### src/hdl/mpd_pkg.sv
// Morse pulse decoder: shared types, constants and the letter lookup.
// Used by mpd_cfg_regs, mpd_step and morse_pulse_decoder_top.
// No dependencies.
`timescale 1ns / 1ps

package mpd_pkg;

  // Field and store widths
  localparam int TENTHS_W    = 12;
  localparam int CFG_W       = 12;
  localparam int CFG_IDX_W   = 3;
  localparam int CODE_W      = 7;
  localparam int MAX_SYMBOLS = 9;
  localparam int SYM_CNT_W   = $clog2(MAX_SYMBOLS + 1);
  localparam int TEXT_LIMIT  = 1024;
  localparam int CHAR_CNT_W  = 11;
  localparam int LETTERS     = 26;
  localparam int IN_TDATA_W  = 16;
  localparam int OUT_TDATA_W = 16;

  // Character codes
  localparam logic [CODE_W-1:0] CHAR_A     = 7'h41;
  localparam logic [CODE_W-1:0] CHAR_SPACE = 7'h20;
  localparam logic [CODE_W-1:0] CHAR_QMARK = 7'h3F;

  // Register indexes on the configuration port
  typedef enum logic [CFG_IDX_W-1:0] {
    REG_DIT_MIN_EXCL = 3'd0,
    REG_DIT_MAX      = 3'd1,
    REG_DAH_MAX      = 3'd2,
    REG_GAP_MIN_EXCL = 3'd3,
    REG_LETTER_GAP   = 3'd4,
    REG_WORD_GAP     = 3'd5
  } reg_idx_t;

  // Reset values of the thresholds
  localparam logic [CFG_W-1:0] RST_DIT_MIN_EXCL = 12'd5;
  localparam logic [CFG_W-1:0] RST_DIT_MAX      = 12'd15;
  localparam logic [CFG_W-1:0] RST_DAH_MAX      = 12'd35;
  localparam logic [CFG_W-1:0] RST_GAP_MIN_EXCL = 12'd15;
  localparam logic [CFG_W-1:0] RST_LETTER_GAP   = 12'd50;
  localparam logic [CFG_W-1:0] RST_WORD_GAP     = 12'd100;

  typedef struct packed {
    logic [CFG_W-1:0] dit_min_exclusive;
    logic [CFG_W-1:0] dit_max;
    logic [CFG_W-1:0] dah_max;
    logic [CFG_W-1:0] gap_min_exclusive;
    logic [CFG_W-1:0] letter_gap_max;
    logic [CFG_W-1:0] word_gap_max;
  } cfg_t;

  typedef struct packed {
    logic                pulse_level;
    logic [TENTHS_W-1:0] pulse_tenths;
  } pulse_t;

  typedef struct packed {
    logic              char_valid;
    logic [CODE_W-1:0] char_code;
    logic              symbol_ack;
    logic              message_done;
    logic              too_long;
  } result_t;

  // Morse letters A to Z: bit k is symbol k, 1 for a dah
  localparam logic [3:0] LETTER_PAT [LETTERS] = '{
    4'd2, 4'd1, 4'd5, 4'd1, 4'd0, 4'd4, 4'd3, 4'd0, 4'd0, 4'd14,
    4'd5, 4'd2, 4'd3, 4'd1, 4'd7, 4'd6, 4'd11, 4'd2, 4'd0, 4'd1,
    4'd4, 4'd8, 4'd6, 4'd9, 4'd13, 4'd3
  };
  localparam logic [2:0] LETTER_LEN [LETTERS] = '{
    3'd2, 3'd4, 3'd4, 3'd3, 3'd1, 3'd4, 3'd3, 3'd4, 3'd2, 3'd4,
    3'd3, 3'd4, 3'd2, 3'd2, 3'd3, 3'd4, 3'd4, 3'd3, 3'd3, 3'd1,
    3'd3, 3'd4, 3'd3, 3'd4, 3'd4, 3'd4
  };

  // Match the held symbols against every letter; '?' when none fits.
  // Bits above the count are always zero, so a whole-word compare works.
  function automatic logic [CODE_W-1:0] lookup_letter(
    input logic [MAX_SYMBOLS-1:0] bits,
    input logic [SYM_CNT_W-1:0]   cnt
  );
    logic [CODE_W-1:0] code;
    code = CHAR_QMARK;
    for (int i = 0; i < LETTERS; i++) begin
      if (cnt == SYM_CNT_W'(LETTER_LEN[i]) && bits == MAX_SYMBOLS'(LETTER_PAT[i])) begin
        code = CHAR_A + CODE_W'(i);
      end
    end
    return code;
  endfunction

endpackage

### src/hdl/mpd_cfg_regs.sv
// Threshold registers of the Morse pulse decoder, written by index.
// Depends on mpd_pkg.
`timescale 1ns / 1ps

module mpd_cfg_regs (
  input  logic                         clk,
  input  logic                         rst_n,
  input  logic                         cfg_we,
  input  logic [mpd_pkg::CFG_IDX_W-1:0] cfg_index,
  input  logic [mpd_pkg::CFG_W-1:0]    cfg_data,
  output mpd_pkg::cfg_t                cfg
);
  import mpd_pkg::*;

  cfg_t cfg_r;
  cfg_t cfg_nxt;

  // Decode the write; indexes past the list are dropped
  always_comb begin
    cfg_nxt = cfg_r;
    if (cfg_we) begin
      unique case (cfg_index)
        REG_DIT_MIN_EXCL: cfg_nxt.dit_min_exclusive = cfg_data;
        REG_DIT_MAX:      cfg_nxt.dit_max           = cfg_data;
        REG_DAH_MAX:      cfg_nxt.dah_max           = cfg_data;
        REG_GAP_MIN_EXCL: cfg_nxt.gap_min_exclusive = cfg_data;
        REG_LETTER_GAP:   cfg_nxt.letter_gap_max    = cfg_data;
        REG_WORD_GAP:     cfg_nxt.word_gap_max      = cfg_data;
        default:          cfg_nxt = cfg_r;
      endcase
    end
  end

  always_ff @(posedge clk) begin
    if (!rst_n) begin
      cfg_r.dit_min_exclusive <= RST_DIT_MIN_EXCL;
      cfg_r.dit_max           <= RST_DIT_MAX;
      cfg_r.dah_max           <= RST_DAH_MAX;
      cfg_r.gap_min_exclusive <= RST_GAP_MIN_EXCL;
      cfg_r.letter_gap_max    <= RST_LETTER_GAP;
      cfg_r.word_gap_max      <= RST_WORD_GAP;
    end else begin
      cfg_r <= cfg_nxt;
    end
  end

  assign cfg = cfg_r;

endmodule

### src/hdl/mpd_step.sv
// Pulse classification and decoder state: symbol store, counters, flags.
// Produces one result per pulse; state advances only when step_en is high.
// Depends on mpd_pkg.
`timescale 1ns / 1ps

module mpd_step (
  input  logic             clk,
  input  logic             rst_n,
  input  logic             step_en,
  input  mpd_pkg::pulse_t  pulse,
  input  mpd_pkg::cfg_t    cfg,
  output mpd_pkg::result_t result
);
  import mpd_pkg::*;

  logic                   seen_r, seen_nxt;
  logic                   finished_r, finished_nxt;
  logic [MAX_SYMBOLS-1:0] sym_bits_r, sym_bits_nxt;
  logic [SYM_CNT_W-1:0]   sym_cnt_r, sym_cnt_nxt;
  logic [CHAR_CNT_W-1:0]  char_cnt_r, char_cnt_nxt;
  logic                   is_dah;
  result_t                res;

  assign is_dah = (pulse.pulse_tenths > cfg.dit_max);

  // Classify the pulse and work out the next state
  always_comb begin
    seen_nxt     = seen_r;
    finished_nxt = finished_r;
    sym_bits_nxt = sym_bits_r;
    sym_cnt_nxt  = sym_cnt_r;
    char_cnt_nxt = char_cnt_r;
    res          = '0;
    if (!finished_r && (pulse.pulse_level || seen_r)) begin
      if (pulse.pulse_level) begin
        seen_nxt = 1'b1;
        if (pulse.pulse_tenths > cfg.dit_min_exclusive &&
            pulse.pulse_tenths <= cfg.dah_max) begin
          res.symbol_ack = 1'b1;
          // store while there is room, otherwise only acknowledge
          if (sym_cnt_r < SYM_CNT_W'(MAX_SYMBOLS)) begin
            sym_bits_nxt = sym_bits_r | (MAX_SYMBOLS'(is_dah) << sym_cnt_r);
            sym_cnt_nxt  = sym_cnt_r + SYM_CNT_W'(1);
          end
        end
      end else if (pulse.pulse_tenths > cfg.gap_min_exclusive) begin
        if (pulse.pulse_tenths <= cfg.letter_gap_max) begin
          res.char_valid = 1'b1;
          res.char_code  = lookup_letter(sym_bits_r, sym_cnt_r);
        end else if (pulse.pulse_tenths <= cfg.word_gap_max) begin
          res.char_valid = 1'b1;
          res.char_code  = CHAR_SPACE;
        end else begin
          res.message_done = 1'b1;
          finished_nxt     = 1'b1;
        end
        // a character drops the pending symbols and counts toward the limit
        if (res.char_valid) begin
          sym_bits_nxt = '0;
          sym_cnt_nxt  = '0;
          char_cnt_nxt = char_cnt_r + CHAR_CNT_W'(1);
          if (char_cnt_nxt >= CHAR_CNT_W'(TEXT_LIMIT)) begin
            res.message_done = 1'b1;
            res.too_long     = 1'b1;
            finished_nxt     = 1'b1;
          end
        end
      end
    end
  end

  always_ff @(posedge clk) begin
    if (!rst_n) begin
      seen_r     <= 1'b0;
      finished_r <= 1'b0;
      sym_bits_r <= '0;
      sym_cnt_r  <= '0;
      char_cnt_r <= '0;
    end else if (step_en) begin
      seen_r     <= seen_nxt;
      finished_r <= finished_nxt;
      sym_bits_r <= sym_bits_nxt;
      sym_cnt_r  <= sym_cnt_nxt;
      char_cnt_r <= char_cnt_nxt;
    end
  end

  assign result = res;

endmodule

### src/hdl/morse_pulse_decoder_top.sv
// Morse pulse decoder top level: input register, decode step, result register.
// Depends on mpd_pkg, mpd_cfg_regs and mpd_step.
`timescale 1ns / 1ps
//
// Usage:
//   in_*   : one word per key pulse (level and length in tenths of a second).
//   out_*  : exactly one result word per pulse, in order. out_tlast marks
//            the word that finishes the message (end gap or text limit).
//   cfg_*  : threshold writes by index; the user keeps them to an idle stream (not enforced).
// Path: an accepted pulse is held in the input register, decoded, and its
//   result held in the result register, which drives out_*.
// Throughput: one pulse per cycle while out_tready is high; the symbol store,
//   counters and letter match all update between the two registers.
// Stall: when out_tready is low the result register holds; the input
//   register still takes one more word if it is empty, then in_tready drops
//   until the result is taken.
// Reset: rst_n low clears the valid flags of both registers and the decoder
//   state, and restores the threshold reset values. After a message finishes,
//   every further pulse gives an all-zero result until the next reset.

module morse_pulse_decoder_top (
  input  logic                            clk,
  input  logic                            rst_n,
  // tdata: [0] pulse_level, [12:1] pulse_tenths, [15:13] zero
  input  logic                            in_tvalid,
  output logic                            in_tready,
  input  logic [mpd_pkg::IN_TDATA_W-1:0]  in_tdata,
  // tdata: [0] char_valid, [7:1] char_code, [8] symbol_ack, [9] too_long,
  //        [15:10] zero; tlast: message_done
  output logic                            out_tvalid,
  input  logic                            out_tready,
  output logic [mpd_pkg::OUT_TDATA_W-1:0] out_tdata,
  output logic                            out_tlast,
  input  logic                            cfg_we,
  input  logic [mpd_pkg::CFG_IDX_W-1:0]   cfg_index,
  input  logic [mpd_pkg::CFG_W-1:0]       cfg_data
);
  import mpd_pkg::*;

  cfg_t    cfg;
  pulse_t  in_word;
  pulse_t  s1_word_r;
  logic    s1_valid_r;
  logic    out_valid_r;
  result_t out_res_r;
  result_t step_res;
  logic    s2_load;
  logic    in_fire;

  // Unpack the input word
  assign in_word.pulse_level  = in_tdata[0];
  assign in_word.pulse_tenths = in_tdata[TENTHS_W:1];

  // Advance when the result register is free or being drained
  assign s2_load   = s1_valid_r && (!out_valid_r || out_tready);
  assign in_tready = !s1_valid_r || s2_load;
  assign in_fire   = in_tvalid && in_tready;

  mpd_cfg_regs u_cfg (
    .clk       (clk),
    .rst_n     (rst_n),
    .cfg_we    (cfg_we),
    .cfg_index (cfg_index),
    .cfg_data  (cfg_data),
    .cfg       (cfg)
  );

  mpd_step u_step (
    .clk     (clk),
    .rst_n   (rst_n),
    .step_en (s2_load),
    .pulse   (s1_word_r),
    .cfg     (cfg),
    .result  (step_res)
  );

  // Input register
  always_ff @(posedge clk) begin
    if (!rst_n) begin
      s1_valid_r <= 1'b0;
    end else if (in_tready) begin
      s1_valid_r <= in_tvalid;
    end
  end

  always_ff @(posedge clk) begin
    if (in_fire) begin
      s1_word_r <= in_word;
    end
  end

  // Result register
  always_ff @(posedge clk) begin
    if (!rst_n) begin
      out_valid_r <= 1'b0;
    end else if (s2_load) begin
      out_valid_r <= 1'b1;
    end else if (out_tready) begin
      out_valid_r <= 1'b0;
    end
  end

  always_ff @(posedge clk) begin
    if (s2_load) begin
      out_res_r <= step_res;
    end
  end

  // Pack the result word
  assign out_tvalid = out_valid_r;
  assign out_tlast  = out_res_r.message_done;
  assign out_tdata  = {6'b0, out_res_r.too_long, out_res_r.symbol_ack,
                       out_res_r.char_code, out_res_r.char_valid};

endmodule

### config.mk
export PLATFORM = sky130hd
export DESIGN_NAME = morse_pulse_decoder_top
export DESIGN_NICKNAME = d
export VERILOG_FILES = /design/src/hdl/mpd_pkg.sv /design/src/hdl/mpd_cfg_regs.sv /design/src/hdl/mpd_step.sv /design/src/hdl/morse_pulse_decoder_top.sv
export SDC_FILE = /design/constraint.sdc
export NUM_CORES = 1
export LEC_CHECK = 0
export BUFFER_PORTS_ARGS = -buffer_cell sky130_fd_sc_hd__buf_2
export CORE_MARGIN = 4
export CORE_UTILIZATION = 35
export DETAILED_ROUTE_END_ITERATION = 6
export PLACE_DENSITY_LB_ADDON = 0.05
export SLEW_MARGIN = 20
export SYNTH_ARGS = -nofsm -noshare
export SYNTH_HDL_FRONTEND = slang
export SYNTH_HIERARCHICAL = 1
export SYNTH_SLANG_ARGS = --single-unit
### constraint.sdc
create_clock -name clk -period 3.85 [get_ports clk]
set_input_delay 0.77 -clock clk [delete_from_list [all_inputs] [get_ports clk]]
set_output_delay 0.77 -clock clk [all_outputs]
set_load 0.1 [all_outputs]
* Word level (Yosys, flattened, before mapping)
Cells that the tools add are included.
Widths: inputs -> output; s select.
** Storage, ports and cells
- Word-level logic and storage cells :: 165
- Flip-flop bits (word level) :: 124
- Bits of input ports :: 36
- Output and inout port bits :: 19
** Operators by class
- Shifts and indexed selects :: 1
- Order comparisons :: 8
- Equal/unequal tests :: 23
- $add $sub $neg :: 2
- Bitwise operators :: 5
- Reductions and logical operators :: 54
- Mux-type cells :: 52
** Operators by type and width (number)
- $mux 7 :: 26
- $eq 9x4->1 const B :: 5
- $mux 9 :: 5
- $mux 8 :: 5
- $eq 9x3->1 const B :: 4
- $gt 12x12->1 :: 3
- $le 12x12->1 :: 3
- $logic_and 1x1->1 :: 30
- $mux 4 :: 5
- $eq 9x2->1 const B :: 2
- $reduce_and 2->1 :: 7
- $add 11x1->11 const B :: 1
- $ge 11x11->1 const B :: 1
- $eq 9x1->1 const B :: 1
- $logic_not 9->1 :: 1
- $mux 1 :: 9
- $or 9x9->9 :: 1
- $shl 1x4->9 :: 1
- $eq 4x2->1 const B :: 2
- $eq 3x2->1 const B :: 2
- $eq 3x3->1 const B :: 2
- $reduce_and 6->1 :: 1
- $reduce_bool 2->1 :: 3
- $reduce_and 5->1 :: 1
- other kinds (15) :: 24

* Depth between registers and ports, before layout
Gate-level depths: netlist (run 1).
- Word-level depth :: 35
- Gate-level depth with buffers :: 11
- Mapped depth without buffers :: 10

* Cells and area by module
Netlist (run 1), hierarchy kept.
** Modules (own cells, without submodules)
- mpd_step :: area each 3678.5 um2, times used 1, cells an instance 485
- mpd_cfg_regs :: area each 2746.4 um2, times used 1, cells an instance 262
- morse_pulse_decoder_top :: area each 873.3 um2, times used 1, cells an instance 40

* Least setup slack after synthesis (run 1)
No wires, ideal clock.
- Path kind :: reg2reg
- Start :: register out_valid_r, in the netlist out_tvalid
- End :: register u_step.char_cnt_r[8]
- Setup slack :: 1087 ps
- Arrival :: 2691 ps
- Period minus slack after synthesis :: 2763 ps
- Library setup time :: 72 ps
- Stages on the path, launching flop included :: 8
- Buffers on the path :: 2
- Data required time :: 3778 ps
- Path through :: dfxtp_1 > nor2b_4 > nor2b_1 > clkbuf_1 > o211ai_2 > clkbuf_1 > nor3_1 > mux2i_1
** Between the ends
- Word-level cells in the longest chain between the ends :: 4
** Ends and longest elaborated chain
- from (decl) :: RTL line morse_pulse_decoder_top.sv:44 : logic out_valid_r;
- from (signal assigned) :: RTL line morse_pulse_decoder_top.sv:95 : out_valid_r <= 1'b0;
- from (signal assigned) :: RTL line morse_pulse_decoder_top.sv:97 : out_valid_r <= 1'b1;
- from (signal assigned) :: RTL line morse_pulse_decoder_top.sv:99 : out_valid_r <= 1'b0;
- $logic_not 1->1 :: RTL line morse_pulse_decoder_top.sv:55 : assign s2_load = s1_valid_r && (!out_valid_r || out_tready);
- $logic_or 1x1->1 :: RTL line morse_pulse_decoder_top.sv:55
- $logic_and 1x1->1 :: RTL line morse_pulse_decoder_top.sv:55
- net s2_load :: RTL line morse_pulse_decoder_top.sv:47 : logic s2_load;
- $reduce_and 5->1 (no line)
- to (signal assigned) :: RTL line mpd_step.sv:84 : char_cnt_r <= char_cnt_nxt;
- to (decl) :: RTL line mpd_step.sv:20 : logic [CHAR_CNT_W-1:0] char_cnt_r, char_cnt_nxt;
The timed path passes the listed nets, and every way through them passes these cells.
A chain may end at the register's enable or synchronous reset.

* Worst setup path after layout (run 1)
- Start :: register s1_word_r[11] (netlist bit)
- End :: register u_step.finished_r
** Between the ends
- Word-level cells in the longest chain between the ends :: 7
- Elaborated cells on any way between the ends :: 13
** Ends and longest elaborated chain
- from (decl) :: RTL line morse_pulse_decoder_top.sv:42 : pulse_t s1_word_r;
- from (signal assigned) :: RTL line morse_pulse_decoder_top.sv:88 : s1_word_r <= in_word;
- $le 12x12->1 :: RTL line mpd_step.sv:50 : end else if (pulse.pulse_tenths <= cfg.word_gap_max) begin
- $mux 8 :: RTL line mpd_step.sv:50
- $mux 8 :: RTL line mpd_step.sv:47 : if (pulse.pulse_tenths <= cfg.letter_gap_max) begin
- $mux 8 :: RTL line mpd_step.sv:46 : end else if (pulse.pulse_tenths > cfg.gap_min_exclusive) begin
- $mux 8 :: RTL line mpd_step.sv:35 : if (pulse.pulse_level) begin
- $mux 8 :: RTL line mpd_step.sv:34 : if (!finished_r && (pulse.pulse_level || seen_r)) begin
- $mux 1 :: RTL line mpd_step.sv:58 : if (res.char_valid) begin
- to (signal assigned) :: RTL line mpd_step.sv:81 : finished_r <= finished_nxt;
- to (decl) :: RTL line mpd_step.sv:17 : logic finished_r, finished_nxt;
Parallel ways exist; a longest one is shown, timed or not. The select of a mux whose other input is x is not followed.

==> results of run 1 <==
## power groups by stage
stage / Combinational, W / Clock, W / Sequential, W
3_3_place_gp: 0.000362 / 0 / 0.00142
4_1_cts: 0.000374 / 0.00170 / 0.00139
5_1_grt: 0.000411 / 0.00176 / 0.00139
3_5_place_dp: 0.000372 / 0 / 0.00142
6_report: 0.000373 / 0.00166 / 0.00139
2_1_floorplan: 0.000239 / 0 / 0.00144
## sequential cells by signal, summed over array words and instances (netlist names)
register,cells
u_cfg/cfg,72
s1_word_r,13
u_step/char_cnt_r,11
out_tdata,10
u_step/sym_bits_r,9
u_step/sym_cnt_r,4
out_tlast,1
out_tvalid,1
s1_valid_r,1
u_step/finished_r,1
u_step/seen_r,1
## worst register-to-register path, stage by stage (launching register included)
cell	delay, ns
edfxtp_1	0.54
ha_1	0.39
nand2_1	0.09
nor3_1	0.47
o21ai_1	0.14
a32o_2	0.31
a221oi_4	0.45
buf_4	0.32
nor2b_1	0.09
o32ai_1	0.27
## cells by family (layout without fill, tap and decap cells)
group | after synthesis | in the layout | share of synthesized area (%)
AO/OA/AOI/OAI | 122 | 122 | 12.0
XOR/XNOR | 3 | 3 | 0.360
adder cells (fa/ha/maj) | 77 | 77 | 13.2
buffers and inverters | 126 | 169 | 7.25
flip-flops | 124 | 124 | 37.3
multiplexers | 78 | 78 | 10.7
other | 1 | 6 | 0.0514
AND/OR/NAND/NOR | 256 | 256 | 19.1
## metrics by stage
| step | cell area, sq um | utilization [%] | hold WS (ns) | power (W) | setup WS (ns) |
|---|---|---|---|---|---|
| after CTS | 8360 | 41.1 | 0.459 | 0.00346 | 0.695 |
| after global routing | 8360 | 41.1 | 0.474 | 0.00357 | 0.471 |
| after global placement | 7740 | 38.0 | 0.444 | 0.00178 | 0.741 |
| after floorplan | 7320 | - | 0.429 | 0.00168 | 1.09 |
| after detailed placement | 7740 | 38.0 | 0.448 | 0.00179 | 0.710 |
| final | 8360 | 41.1 | 0.456 | 0.00342 | 0.697 |
## cells in the mapped netlist (4+ instances only)
library cell and count:
dfxtp_1 100, nand2_1 91, inv_1 83, ha_1 77
mux2i_1 77, nor2b_1 34, a21oi_1 30, nand4_1 28
edfxtp_1 24, clkbuf_1 23, nand3_1 22, nor2_1 17
nor3_1 14, a21o_1 11, buf_2 9, o211ai_1 9
o21ai_1 9, o31ai_1 8, o21ai_0 7, a31oi_1 6
buf_4 6, nand2b_1 6, a211oi_1 4, o32ai_1 4
or4_1 4
## final timing paths
check | startpoint | end | slack (ns) | depth (start not counted)
worst max register to register | s1_word_r[11] | u_step/finished_r | 0.70 | 9
worst max-delay path | s1_word_r[11] | u_step/finished_r | 0.70 | 9
worst min-delay path | u_cfg/cfg[54] | u_cfg/cfg[54] | 0.46 | 2
worst min register to register | u_cfg/cfg[54] | u_cfg/cfg[54] | 0.46 | 2
## cell type report
type / instances / area [sq um]
Clock buffer: 26 / 541
Clock inverter: 6 / 80.1
Fill cell: 2043 / 12000
Inverter: 85 / 319
Multi-Input combinational cell: 542 / 4070
Sequential cell: 124 / 2720
Tap cell: 270 / 338
Timing Repair Buffer: 52 / 293
## metal layers
| layer | vias up | global-route usage, % |
|---|---|---|
| li1 | 2874 | - |
| met1 | 2756 | 22.7 |
| met2 | 127 | 25.6 |
| met3 | 13 | 3.44 |
| met4 | 0 | 4.58 |
| met5 | - | 0 |
==> flow_summary_export.csv, run 1 <==
group,metric,value,unit
timing,rsz0062_at_grt,"false",
cells_and_area,final_cell_mix,"100 x dfxtp_1, 91 x nand2_1, 83 x inv_1, 77 x mux2i_1, 77 x ha_1",
synthesis,async_flop_share,0,%
cells_and_area,stdcell_count,1105,
timing,clock-skew-final,0.0116,ns
pwr,power_switching_share,24.8,%
detailed_routing,wl_met2,8.59,mm
critical_path,crit_family,"compound AO/OA/AOI/OAI gates",
floorplanning,initial_core_util,35.8,%
cells_and_area,drive_gt1_share,11.9,%
critical_path,cp-start-kind,"register",
timing,period_share,81.9,%
pwr,internal-power,0.00257,W
cells_and_area,antenna_cells,0,
timing,period_minus_slack,3.15,ns
synthesis,synth_ff_type,"dfxtp_1",
min_path,min_path_type,"register to register",
synthesis,ys_ff_latch,124,
pwr,pwr-share-seq,40.6,%
floorplanning,die_h,152,um
floorplanning,die_area,0.0232,sq mm
critical_path,max_stage_delay,0.54,ns
synthesis,yosysTopAreaCellShare,27.4,%
floorplanning,core,0.0204,sq mm
detailed_routing,dr.pass1.iters,5,
clock_network,post_cts_buffers,0,
synthesis,synth_top_area_cell,"dfxtp_1",
global_route,grt_max_degree,71,
synthesis,synth_cell_types,74,
cells_and_area,nets,935,
detailed_routing,wl_met1,9.18,mm
pwr,vdd_drop_max,280,uV
placement,dp_cells,1073,
clock_network,cts-buffers-inserted,17,
timing,finalSetupViolCount,0,
pwr,power_leakage,3.59,nW
detailed_routing,wl_met3,849,um
clock_network,h-tree-depth,4,
cells_and_area,synthToLayoutAreaGrowth,14.6,%
clock_network,ctsResizeCount,0,
placement,gp_congestion,0.854,
detailed_routing,post_drt_wl_per_cell,17.0,um
synthesis,syn_avg_cell_area,9.27,sq um
critical_path,crit_arrival,3.47,ns
detailed_routing,maxUsedRoutingLayer,"met4",
timing,max_freq,317,MHz
clock_network,clkLatencyLatePin,0.41,ns
global_route,grt-ovfl-total,0,
floorplanning,die_x,152,um
critical_path,cp_cell_sequence,"ha_1 > nand2_1 > nor3_1 > o21ai_1 > a32o_2 > a221oi_4 > buf_4 > nor2b_1 > o32ai_1",
critical_path,end_kind,"register",
timing,fin_tns_setup,0,ns
timing,slew_viol_final,0,
cells_and_area,layout_commonest_cell,"dfxtp_1",
detailed_routing,drt-initial-drc-count,260,
detailed_routing,num_vias,5770,
pwr,switching_power,0.000849,W
clock_network,clk_pin_slew_worst_paths,0.06,ns
pwr,clock_power_share,48.5,%
synthesis,synth_area,0.00730,sq mm
floorplanning,row_count,52,
floorplanning,io_pins,55,
critical_path,cp_max_fo,18,
synthesis,synth_area_leaders,"dfxtp_1 27%, ha_1 13%, mux2i_1 11%, edfxtp_1 9.9%, nand2_1 4.7%",
critical_path,cp.required,4.16,ns
detailed_routing,vias_per_cell,5.22,
clock_network,cts_hold_buf,0,
placement,dp_hpwl,13.6,mm
synthesis,synth_edf_count,24,
pwr,p_comb_share,10.9,%
global_route,grt_pass1_wl,30.0,mm
detailed_routing,drt_wl_total,18.7,mm
synthesis,seq_area_frac_synth,37.3,%
placement,numPortBuffers,45,
pwr,power_density,409,mW/mm^2
clock_network,cts_sinks,124,
synthesis,syn_inst,787,
run_status,status,"complete, no violations",
timing,tightest_slew,0.976,ns
critical_path,crit_path_top_delay_cell,"edfxtp_1",
clock_network,clk_path_buf_depth,2,
synthesis,yosys_warnings,6,
critical_path,worstSetupPathType,"register to register",
run,max-cap-violations,0,
clock_network,cts_tree,"built",
timing,max-slew-margin-rel,34.6,%
critical_path,path_buf_inv,1,
global_route,grt_pass1_vias,5567,
detailed_routing,drc,0,
timing,hold_violations,0,
detailed_routing,ant_nets,0,
global_route,antenna_found_initial,0,
clock_network,cts_root_buf,"clkbuf_16",
global_route,grt_usage,16.3,%
Power figures use the tool's default switching activity.
==> inputs of run 2 (changes only) <==
==> constraint.sdc (replaced) <==
create_clock -name clk -period 2.75 [get_ports clk]
set_input_delay 0.55 -clock clk [delete_from_list [all_inputs] [get_ports clk]]
set_output_delay 0.55 -clock clk [all_outputs]
set_load 0.1 [all_outputs]
==> run 2 against run 1 <==
  * Worst hold slack got worse by 0.14 ns
  * Via count is 2.1% higher
  * Register-to-register slack worse by 0.67 ns
  * Fmax grew 16%
  * Combinational power up 65%
  * Critical path type unchanged
==> flow_summary_export.csv, run 2 (synthesis results as in run 1) <==
group,metric,value,unit
timing,hold_violations,0,
detailed_routing,vias_per_cell,5.11,
clock_network,h-tree-depth,4,
critical_path,end_kind,"register",
global_route,grt_pass1_vias,5879,
clock_network,cts_sinks,124,
floorplanning,die_area,0.0232,sq mm
detailed_routing,drc,0,
cells_and_area,seq_area,0.00272,sq mm
timing,max-slew-margin-rel,36.6,%
timing,max_freq,368,MHz
global_route,grt_max_degree,48,
run_status,status,"complete, no violations",
critical_path,cp_max_fo,6,
detailed_routing,wl_met3,815,um
cells_and_area,largest_reg_flops,72,
pwr,vdd_drop_max,361,uV
timing,tightest_slew,0.951,ns
cells_and_area,final_cell_mix,"100 x dfxtp_1, 90 x nand2_1, 83 x inv_1, 77 x mux2i_1, 73 x ha_1",
floorplanning,core,0.0204,sq mm
floorplanning,die_h,152,um
cells_and_area,fin_area,0.00877,sq mm
cells_and_area,layout_commonest_cell,"dfxtp_1",
detailed_routing,maxUsedRoutingLayer,"met4",
timing,period_minus_slack,2.72,ns
timing,period_share,98.9,%
detailed_routing,drt_wl_total,19.9,mm
pwr,power_density,520,mW/mm^2
cells_and_area,synthToLayoutAreaGrowth,20.1,%
global_route,grt-ovfl-total,0,
min_path,min_path_type,"input pin to register",
floorplanning,row_count,52,
global_route,antenna_found_initial,0,
floorplanning,die_x,152,um
floorplanning,initial_core_util,35.8,%
detailed_routing,wl_met2,9.13,mm
detailed_routing,dr.pass1.iters,5,
cells_and_area,multi_input_area,0.00419,sq mm
cells_and_area,antenna_cells,0,
pwr,power_leakage,3.80,nW
timing,worst_slack,0.0292,ns
critical_path,cp-start-kind,"register",
run,max-cap-violations,0,
clock_network,cts-buffers-inserted,17,
clock_network,clk_pin_slew_worst_paths,0.05,ns
placement,gp_congestion,0.848,
detailed_routing,num_vias,5892,
placement,numPortBuffers,45,
placement,placed_area,0.00803,sq mm
critical_path,crit_arrival,3.06,ns
timing,finalSetupViolCount,0,
timing,clock-skew-final,0.0102,ns
floorplanning,io_pins,55,
detailed_routing,drt-initial-drc-count,221,
clock_network,cts_hold_buf,0,
timing,slew_viol_final,0,
clock_network,clk_path_buf_depth,2,
cells_and_area,drive_gt1_share,18.4,%
timing,rsz0062_at_grt,"true",
placement,dp_hpwl,14.6,mm
critical_path,worstSetupPathType,"register to register",
detailed_routing,ant_nets,0,
detailed_routing,wl_met1,9.63,mm
cells_and_area,nets,985,
global_route,grt_pass1_wl,31.7,mm
placement,pre_cts_slack,-0.0653,ns
critical_path,cp.required,3.09,ns
critical_path,r2r_slack,0.03,ns
detailed_routing,post_drt_wl_per_cell,17.2,um
global_route,grt_usage,17.1,%
pwr,power,0.00456,W
clock_network,cts_root_buf,"clkbuf_16",
clock_network,cts_tree,"built",
cells_and_area,fill_cells,2022,
clock_network,clkLatencyLatePin,0.41,ns
## run 2: metal layers
metal / vias to the layer above / global-route usage, %
li1: 2978 / -
met1: 2774 / 23.7
met2: 120 / 27.2
met3: 20 / 3.29
met4: 0 / 4.88
met5: - / 0
## run 2: area by class of cell
cell class                 count  share of cell area (%)
clock buffer                  24                    5.50
clock inverter                 7                   0.471
inverter                      85                    3.64
multi-input combinational    542                    47.8
sequential                   124                    31.1
tap                          270                    3.85
timing repair buffer         102                    7.68
## run 2: through the flow
step                hold slack [ns]  instances  setup TNS (ns)  utilization, %
finish                        0.312       1154               0            43.0
global route                  0.299       1154          -0.155            43.0
CTS                           0.294       1144               0            42.1
detailed placement            0.448       1112          -0.128            39.4
global placement              0.445       1112               0            39.4
floorplan                     0.429        792               0               -
## run 2: worst paths after layout
path                                      startpoint              endpoint  cells past startpoint
worst max-delay path                    s1_word_r[7]  u_step/char_cnt_r[5]                     10
worst min register to register  u_step/sym_bits_r[4]  u_step/sym_bits_r[4]                      2
worst min-delay path                    in_tdata[12]         s1_word_r[11]                      1
worst max register to register          s1_word_r[7]  u_step/char_cnt_r[5]                     10
## run 2: report_power, final
part | leakage [nW] | total [W] | internal (W) | switching (W)
sequential | 1.04 | 0.00193 | 0.00190 | 0.0000340
clock | 0.260 | 0.00201 | 0.00121 | 0.000798
combinational | 2.50 | 0.000615 | 0.000231 | 0.000384
## run 2: repair_timing
action	in CTS	in global routing
pin swaps	2	11
setup endpoints to repair	2	16
gates cloned	0	1
setup buffers	1	9
endpoints found under the hold margin	0	0
gates resized for setup	2	19
## run 2: worst max-delay path, cell delays in order, from the launching register on
cell and delay [ns]:
edfxtp_1 0.45, ha_4 0.28, a211oi_2 0.17, o211ai_1 0.15, a221oi_2 0.39, a32o_2 0.26, a221oi_4 0.07, buf_6 0.16
buf_6 0.12, or4_4 0.47, a21oi_2 0.13
==> inputs of run 3 (changes only) <==
--- a/config.mk
+++ b/config.mk
@@ -7,7 +7,7 @@
 export LEC_CHECK = 0
 export BUFFER_PORTS_ARGS = -buffer_cell sky130_fd_sc_hd__buf_2
 export CORE_MARGIN = 4
-export CORE_UTILIZATION = 35
+export CORE_UTILIZATION = 30
 export DETAILED_ROUTE_END_ITERATION = 6
 export PLACE_DENSITY_LB_ADDON = 0.05
 export SLEW_MARGIN = 20
==> run 3 against run 2 <==
  * Sequential power is essentially flat
  * Fmax increased by 1.8%
  * Combinational power is 2% lower
  * Highest routed layer unchanged
==> flow_summary_export.csv, run 3 (synthesis results as in run 1) <==
group,metric,value,unit
floorplanning,io_pins,55,
critical_path,cp-start-kind,"register",
min_path,min_path_type,"input pin to register",
cells_and_area,layout_commonest_cell,"dfxtp_1",
timing,slew_viol_final,0,
clock_network,clkLatencyLatePin,0.42,ns
global_route,grt_max_degree,47,
timing,finalSetupViolCount,0,
critical_path,crit_arrival,3.01,ns
clock_network,h-tree-depth,4,
detailed_routing,drc,0,
floorplanning,initial_core_util,30.8,%
placement,pre_cts_slack,-0.0391,ns
detailed_routing,post_drt_wl_per_cell,16.8,um
detailed_routing,vias_per_cell,4.86,
floorplanning,die_x,164,um
run,max-cap-violations,0,
detailed_routing,ant_nets,0,
timing,max-slew-margin-rel,61.5,%
clock_network,cts_root_buf,"clkbuf_16",
global_route,grt_usage,15.5,%
clock_network,clk_pin_slew_worst_paths,0.06,ns
detailed_routing,drt-initial-drc-count,336,
clock_network,cts_sinks,124,
critical_path,worstSetupPathType,"register to register",
cells_and_area,antenna_cells,0,
cells_and_area,final_cell_mix,"100 x dfxtp_1, 89 x nand2_1, 83 x inv_1, 77 x mux2i_1, 76 x ha_1",
placement,dp_cells,1160,
detailed_routing,drt_wl_total,20.2,mm
timing,tightest_slew,0.576,ns
clock_network,cts_hold_buf,0,
global_route,antenna_found_initial,0,
global_route,grt_pass1_vias,5876,
floorplanning,row_count,56,
critical_path,cp_max_fo,7,
placement,placed_area,0.00810,sq mm
cells_and_area,nets,983,
detailed_routing,dr.pass1.iters,4,
pwr,power_leakage,3.80,nW
cells_and_area,synthToLayoutAreaGrowth,20.5,%
cells_and_area,stdcell_count,1202,
min_path,hold_start,"in_tdata[11]",
clock_network,clk_path_buf_depth,2,
global_route,grt-ovfl-total,0,
floorplanning,core,0.0237,sq mm
run_status,status,"complete, no violations",
pwr,power_density,527,mW/mm^2
cells_and_area,fill_cells,2449,
cells_and_area,drive_gt1_share,17.9,%
global_route,grt_pass1_wl,31.9,mm
timing,period_share,97.2,%
timing,fin_tns_setup,0,ns
timing,period_minus_slack,2.67,ns
critical_path,end_kind,"register",
critical_path,cp.required,3.09,ns
cells_and_area,largest_reg_flops,72,
clock_network,cts_tree,"built",
floorplanning,die_h,164,um
timing,rsz0062_at_grt,"true",
placement,gp_congestion,0.823,
critical_path,cp_cell_sequence,"ha_4 > a211oi_2 > o211ai_1 > a221oi_2 > a32o_2 > a221oi_4 > buf_6 > or4_1 > a21oi_2",
critical_path,startpoint,"s1_word_r[7]",
critical_path,crit_path_top_delay_cell,"or4_1",
timing,clock-skew-final,0.0119,ns
placement,numPortBuffers,45,
floorplanning,die_area,0.0269,sq mm
timing,worst_slack,0.0762,ns
clock_network,cts-buffers-inserted,17,
cells_and_area,fin_area,0.00879,sq mm
pwr,vdd_drop_max,309,uV
critical_path,r2r_start,"s1_word_r[7]",
critical_path,max_stage_delay,0.52,ns
placement,dp_hpwl,15.2,mm
timing,hold_violations,0,
cells_and_area,final_core_utilization,37.1,%
timing,max_freq,374,MHz
detailed_routing,num_vias,5845,
==> run 3: layer usage <==
layer / share of wire (%) / global-route usage, % / routed length, um / vias up
met2: 45 / 24.5 / 9150 / 93
met5: 0 / 0 / 0 / -
met3: 2.8 / 2.84 / 576 / 17
met1: 51 / 21.6 / 10200 / 2772
li1: - / - / - / 2963
met4: 1.4 / 4.42 / 274 / 0
==> run 3: path summary, 6_finish.rpt <==
check	endpoint	slack (ns)	cells past startpoint
max	u_step/char_cnt_r[10]	0.08	9
min	s1_word_r[10]	0.31	1
max reg2reg	u_step/char_cnt_r[10]	0.08	9
min reg2reg	u_cfg/cfg[7]	0.46	2
==> run 3: critical path: cells and delay by family (launching register included) <==
kind                     cells  cell delay [ns]
AO/OA/AOI/OAI                6             1.21
AND/OR/NAND/NOR              1             0.52
flip-flops                   1             0.45
adder cells (fa/ha/maj)      1             0.25
buffers and inverters        1             0.17
==> run 3: layout make-up <==
cell class | count | area [sq um] | share of cell area (%)
Multi-Input combinational cell | 542 | 4140 | 47.0
Sequential cell | 124 | 2720 | 31.0
Timing Repair Buffer | 100 | 673 | 7.66
Clock buffer | 20 | 447 | 5.08
Tap cell | 319 | 399 | 4.54
Inverter | 85 | 319 | 3.63
Clock inverter | 12 | 96.3 | 1.10
==> run 3: report_power, final <==
part	internal [W]	total, W	switching [W]
clock	0.00126	0.00210	0.000841
combinational	0.000221	0.000602	0.000380
sequential	0.00190	0.00193	0.0000336
==> run 3: what timing repair did <==
| item | in CTS | in global routing |
|---|---|---|
| gates cloned | 0 | 1 |
| pin swaps | 2 | 4 |
| setup endpoints to repair | 5 | 12 |
| setup buffers | 1 | 8 |
| hold endpoints to repair | 0 | 0 |
| resized for setup | 3 | 15 |
==> run 3: stage by stage <==
stage	hold slack [ns]	power, W
2_1_floorplan	0.429	0.00236
3_3_place_gp	0.442	0.00254
3_5_place_dp	0.447	0.00255
4_1_cts	0.282	0.00469
5_1_grt	0.286	0.00484
6_report	0.310	0.00463
